==> src/design/csq_pkg.sv <==
`timescale 1ns / 1ps
`default_nettype none

package csq_pkg;

    localparam int MAX_POINTS_DEF = 256;

    localparam logic [2:0] FUNC_CLEAR   = 3'd0;
    localparam logic [2:0] FUNC_APPEND  = 3'd1;
    localparam logic [2:0] FUNC_SUPPORT = 3'd2;
    localparam logic [2:0] FUNC_BOUNDS  = 3'd3;
    localparam logic [2:0] FUNC_SPEED   = 3'd4;

    localparam logic [1:0] ST_OK      = 2'd0;
    localparam logic [1:0] ST_INVALID = 2'd1;
    localparam logic [1:0] ST_FULL    = 2'd2;

    localparam logic [1:0] REG_SHAPE_VALID = 2'd0;
    localparam logic [1:0] REG_COM_X       = 2'd1;
    localparam logic [1:0] REG_COM_Y       = 2'd2;
    localparam logic [1:0] REG_COM_Z       = 2'd3;

    typedef struct packed {
        logic        [2:0]  func;
        logic signed [31:0] a_x;
        logic signed [31:0] a_y;
        logic signed [31:0] a_z;
        logic signed [31:0] b_x;
        logic signed [31:0] b_y;
        logic signed [31:0] b_z;
        logic signed [31:0] quat_w;
        logic signed [31:0] quat_x;
        logic signed [31:0] quat_y;
        logic signed [31:0] quat_z;
        logic signed [31:0] bias;
    } csq_req_t;

    typedef struct packed {
        logic signed [31:0] out_x;
        logic signed [31:0] out_y;
        logic signed [31:0] out_z;
        logic signed [31:0] box_hi_x;
        logic signed [31:0] box_hi_y;
        logic signed [31:0] box_hi_z;
        logic        [30:0] speed;
        logic        [1:0]  status;
    } csq_res_t;

    typedef enum logic [2:0] {
        OP_CLEAR,
        OP_APPEND,
        OP_SUPPORT,
        OP_BOUNDS,
        OP_SPEED,
        OP_NOP
    } csq_op_t;

    typedef struct packed {
        csq_op_t  op;
        csq_req_t req;
    } csq_cmd_t;

    typedef struct packed {
        logic     valid;
        csq_cmd_t cmd;
    } csq_q_t;

    typedef struct packed {
        logic               shape_valid;
        logic signed [31:0] com_x;
        logic signed [31:0] com_y;
        logic signed [31:0] com_z;
    } csq_cfg_t;

    typedef enum logic [3:0] {
        S_IDLE,
        S_QUAT,
        S_MAT,
        S_RD,
        S_XF,
        S_BND,
        S_SP,
        S_DOT,
        S_SQ,
        S_SQRT,
        S_BMUL,
        S_DIV
    } csq_state_t;

endpackage

`default_nettype wire

==> src/design/csq_front.sv <==
`timescale 1ns / 1ps
`default_nettype none

module csq_front
    import csq_pkg::*;
(
    input  wire logic     clk,
    input  wire logic     rst_n,
    input  wire logic     start,
    input  wire csq_req_t request,
    output logic          busy,
    output csq_q_t        head,
    input  wire logic     pop
);

    csq_cmd_t   ent_reg [2];
    logic       wr_ptr_reg;
    logic       rd_ptr_reg;
    logic [1:0] cnt_reg;
    logic       push;
    csq_op_t    op_dec;

    always_comb
    begin
        unique case (request.func)
            FUNC_CLEAR:   op_dec = OP_CLEAR;
            FUNC_APPEND:  op_dec = OP_APPEND;
            FUNC_SUPPORT: op_dec = OP_SUPPORT;
            FUNC_BOUNDS:  op_dec = OP_BOUNDS;
            FUNC_SPEED:   op_dec = OP_SPEED;
            default:      op_dec = OP_NOP;
        endcase
    end

    assign busy       = (cnt_reg == 2'd2);
    assign push       = start && !busy;
    assign head.valid = (cnt_reg != 2'd0);
    assign head.cmd   = ent_reg[rd_ptr_reg];

    always_ff @(posedge clk)
    begin
        if (push)
        begin
            ent_reg[wr_ptr_reg].op  <= op_dec;
            ent_reg[wr_ptr_reg].req <= request;
        end
    end

    always_ff @(posedge clk or negedge rst_n)
    begin
        if (!rst_n)
        begin
            wr_ptr_reg <= 1'b0;
            rd_ptr_reg <= 1'b0;
            cnt_reg    <= 2'd0;
        end
        else
        begin
            if (push)
            begin
                wr_ptr_reg <= ~wr_ptr_reg;
            end
            if (pop)
            begin
                rd_ptr_reg <= ~rd_ptr_reg;
            end
            if (push && !pop)
            begin
                cnt_reg <= cnt_reg + 2'd1;
            end
            else if (pop && !push)
            begin
                cnt_reg <= cnt_reg - 2'd1;
            end
        end
    end

endmodule

`default_nettype wire

==> config.mk <==
export PLATFORM = sky130hd
export DESIGN_NAME = csq_front
export DESIGN_NICKNAME = d
export VERILOG_FILES = /design/src/design/csq_pkg.sv /design/src/design/csq_front.sv
export SDC_FILE = /design/constraint.sdc
export NUM_CORES = 1
export LEC_CHECK = 0
export BUFFER_PORTS_ARGS = -buffer_cell sky130_fd_sc_hd__buf_2
export CAP_MARGIN = 25
export CORE_AREA = 2 2 283 285
export CTS_CLUSTER_SIZE = 30
export DETAILED_ROUTE_END_ITERATION = 10
export DIE_AREA = 0 0 285 287
export PLACE_DENSITY = 0.58
export SETUP_SLACK_MARGIN = 0.2
export SYNTH_ARGS = -nofsm -noshare
export SYNTH_HDL_FRONTEND = slang
export SYNTH_SLANG_ARGS = --single-unit
export TNS_END_PERCENT = 100
==> constraint.sdc <==
create_clock -name clk -period 35 [get_ports clk]
set_input_delay 7 -clock clk [delete_from_list [all_inputs] [get_ports clk]]
set_output_delay 7 -clock clk [all_outputs]
set_load 0.01 [all_outputs]
**Word-level counts from Yosys, hierarchy flattened**

Memories as Yosys holds them, arrays and structs flattened.
Index checks and enable logic that the tools add are counted.

- $add $sub $neg: 2
- Multiply operators: 0
- Div/mod/pow operators: 0
- Order comparisons: 0
- Equality and inequality tests: 5
- Shift operators: 0
- Mux-type cells: 5
- Bitwise gates (word level): 2
- Reductions and logical operators: 9

Operators by type and width:

| kind | count |
|---|---|
| one-hot mux 3 bit (5 select lines) | 1 |
| equality test 3 x 2 -> 1 bit (second input constant) | 2 |
| two-way mux 2 bit | 2 |
| nonzero test 2 bit | 2 |
| equality test 3 x 1 -> 1 bit (second input constant) | 1 |
| equality test 3 bit (second input constant) | 1 |
| logical AND 1 bit | 3 |
| logical NOT 1 bit | 3 |
| logical NOT 3 bit | 1 |
| adder 2 x 1 -> 2 bit (second input constant) | 1 |
| equality test 2 bit (second input constant) | 1 |
| two-way mux 1 bit | 2 |
| inverter 1 bit | 2 |
| subtractor 2 x 1 -> 2 bit (second input constant) | 1 |

- Register bits: 4
- Bits in latches: 0
- Memory bits (writable): 716
- Memory bits (read-only): 0
- Bits of input ports: 359
- Output and inout port bits: 360
- Logic and storage cells: 27
- Memories: 1

Memories:

| name | words | width | read ports | clocked after Yosys merged registers in | wr ports | RTL line | RTL |
|---|---|---|---|---|---|---|---|
| ent_reg | 2 | 358 | 1 | 0 | 1 | csq_front.sv:16 | `csq_cmd_t ent_reg [2];` |

**Depth between registers and ports, before layout**

- Depth in word-level cells: 7
- Depth in mapped cells: 7
- Mapped depth without buffers: 7

**Least setup slack after synthesis**

OpenSTA, ideal clock, no wires.

- Kind: input to register
- Start point: input port start
- End point: memory ent_reg[0][0] (netlist name) (enable)
- Library setup time: 1,085 ps
- Arrival: 21,905 ps
- Required time: 33,915 ps
- Slack: 12,010 ps
- Stages: 2
- Buffers on the path: 0
- Cells stage by stage: nand2_1 -> nor2_1

- Longest elaborated chain between the ends: 3

Ends and longest elaborated chain:

| element | RTL line | RTL |
|---|---|---|
| from (decl) | csq_front.sv:9 | `input wire logic start,` |
| logical AND 1 bit | csq_front.sv:36 | `assign push = start && !busy;` |
| two-way mux 1 bit | csq_front.sv:42 | `if (push)` |
| two-way mux 1 bit (implied by the code) | csq_front.sv:45 | `ent_reg[wr_ptr_reg].req <= request;` |
| to (decl) | csq_front.sv:16 |  |

Every way passes these cells.

==> qor.yml <==
clock_network:
  clock_latency_ns: 0.61
  cts_sinks: 720
  clockBufferDepth: 3
  hold_buffers: 0
  post_cts_resized: 0
  tritoncts: "built"
  clkSlewWorstSetupHoldPaths_ns: 0.06
  htreeDepth: 3
  post_cts_buffers: 0
  cts_buffers: 78
  cts-root-buf: "clkbuf_16"
critical_path:
  path_class: "reg2out"
  cp.depth: 4
  worstSetupStartpointType: "flop"
  cp_cell_sequence: "buf_4, buf_12, mux2_4, buf_2"
  endpoint_kind: "output port"
  cpLargestDelayFamily: "buffers and inverters"
  worstPathArrival_ns: 3.81
  required_ns: 28.00
  reg2reg_depth: 7
  path_max_fanout: 123
  slowest_delay_ns: 0.98
  cp_num_buf_inv: 3
  cpMaxStageDelayCell: "dfrtp_4"
place:
  portBuffers: 718
  place_inst: 2875
  gp_congestion: 0.787
  postPlaceCellArea_um2: 31900
  dp_hpwl_um: 43100
  pre_cts_ws_ns: 23.84
sta:
  post-route-min-period_ns: 10.81
  slew_headroom: 0.237
  fmax_ghz: 0.0925
  slew_violations: 0
  setup_viol: 0
  fin_crit_sh: 0.309
  grt_setup_unrepaired: "false"
  worstMarginPinSlew_ns: 1.14
  setup-tns-final_ns: 0
  skew_ns: 0.0255
  hold_violations: 0
  whs_ns: 0.501
  worst_slack_ns: 24.19
pwr:
  ir_drop_mv: 0.0819
  power.density_nw_per_um2: 86.2
  leakage_nw: 13.6
  power_mw: 2.98
detailed_routing:
  post_drt_via_cell_ratio: 4.42
  num_vias: 13400
  wire_per_inst_um: 20.4
  final_antenna_net_count: 0
  drt_iter0_markers: 759
  routed_wl_um: 61700
  first_pass_iters: 4
  drcViolationCount: 0
synthesis:
  syn_inst: 1136
  avgSynthCellArea_um2: 24.1
  synth_common_cells: "edfxtp_1 (716), mux2_4 (300), mux2_2 (58)"
  ys.flop_type: "edfxtp_1"
  synth_top_cell_area_share: 0.786
  syn_nets: 1496
  synth-seq-area-share: 0.790
  ys_seq_elements: 720
  yosysTopAreaCell: "edfxtp_1"
  synthTopCellsByArea: "edfxtp_1 (79%), mux2_4 (16%), mux2_2 (2.4%)"
  synth_edf_count: 716
  synthesis.area_um2: 27300
  ys_warn_count: 0
  synth_cell_types: 19
  synth_most_common_cell: "edfxtp_1"
  ys_async_sr_fraction: 0.00556
layout:
  largest_reg_flops: 716
  final_cells: 3031
  final_net_count: 2270
  multi_input_area_um2: 5270
  area_delta_synth_final_pct: 26.4
  final_cell_area_um2: 34600
  drive_gt1_frac: 0.612
  fin_util: 0.440
  fillers: 6940
  seq_area_um2: 21600
global_routing:
  grt_max_degree: 153
  grt_pass1_vias: 14300
  grt_overflow: 0
  grt_pass1_wl_um: 88600
  grt_usage: 0.144
  antenna_found_initial: 20
die:
  die-area_um2: 81800
  die_x_um: 285
  dieHeight_um: 287
  ios: 719
  num_rows: 103
  core_um2: 78600
  initial_utilization: 0.348
outcome:
  outcome: "finished, final reports clean"
worst_hold_path:
  holdPathStages: 1
  hp-class: "reg2reg"
flow_run:
  maxCapViolations: 0
==> report_power, final <==
| group | internal, mW | switching (mW) |
|---|---|---|
| clock network | 0.470 | 0.327 |
| logic | 0.457 | 0.492 |
| registers | 1.18 | 0.0554 |
==> layout by cell type, fill, tap and decap left out, drive strengths merged <==
| cell | synthesis | final |
|---|---|---|
| a21o | 1 | 1 |
| and3 | 1 | 1 |
| buf | 40 | 735 |
| bufinv | 0 | 7 |
| clkbuf | 1 | 96 |
| clkinv | 0 | 33 |
| clkinvlp | 0 | 2 |
| dfrtp | 4 | 4 |
| diode | 0 | 8 |
| edfxtp | 716 | 716 |
| ha | 1 | 1 |
| inv | 3 | 8 |
| mux2 | 358 | 358 |
| nand2 | 1 | 1 |
| nand2b | 1 | 1 |
| nor2 | 2 | 2 |
| nor2b | 1 | 1 |
| or2 | 1 | 1 |
| xnor2 | 2 | 2 |
| xor2 | 3 | 3 |
==> metal layers <==
layer  vias to the layer above  track usage  part of all wire
met5                         -            0            0.0024
met4                        24       0.0644             0.037
met3                       140       0.0459             0.070
met2                       441        0.255              0.52
met1                      6680        0.159              0.37
li1                       6121            -                 -
==> cells by family after synthesis <==
kind of cell / Yosys count / share of synthesized area
muxes: 358 / 0.189
AOI/OAI and AO/OA: 1 / 0.000275
adders and majority gates: 1 / 0.000457
and+or+nand+nor: 7 / 0.00133
DFF: 720 / 0.790
xor gates and xnor gates: 5 / 0.00160
buffers and inverters: 44 / 0.0179
==> cell type report <==
type	instances	share of cell area
multi-input cells	372	0.152
diodes	8	0.000579
flip-flops and latches	720	0.625
clock buffers	96	0.0590
clock inverters	47	0.0135
inverters	3	0.000326
well taps	1050	0.0380
repair buffers	735	0.111
==> worst reg2reg max path, cell delays in order (launching register included) <==
cell	delay, ns
dfrtp_1	0.41
nand2b_1	0.26
and3_4	0.53
buf_12	0.31
buf_12	0.64
buf_4	1.04
buf_4	0.60
buf_16	0.31
==> worst paths after layout <==
check	startpoint	end	slack, ns
max	rd_ptr_reg$_DFFE_PN0P_	head[150]	24.19
min	cnt_reg[1]$_DFFE_PN0P_	cnt_reg[1]$_DFFE_PN0P_	0.50
max reg2reg	cnt_reg[0]$_DFFE_PN0P_	ent_reg[1][285]$_DFFE_PP_	30.49
min reg2reg	cnt_reg[1]$_DFFE_PN0P_	cnt_reg[1]$_DFFE_PN0P_	0.50
max in group asynchronous	rst_n	rd_ptr_reg$_DFFE_PN0P_	28.67
min in group asynchronous	rst_n	wr_ptr_reg$_DFFE_PN0N_	6.19
No activity file was read; power rests on OpenSTA's default activity.
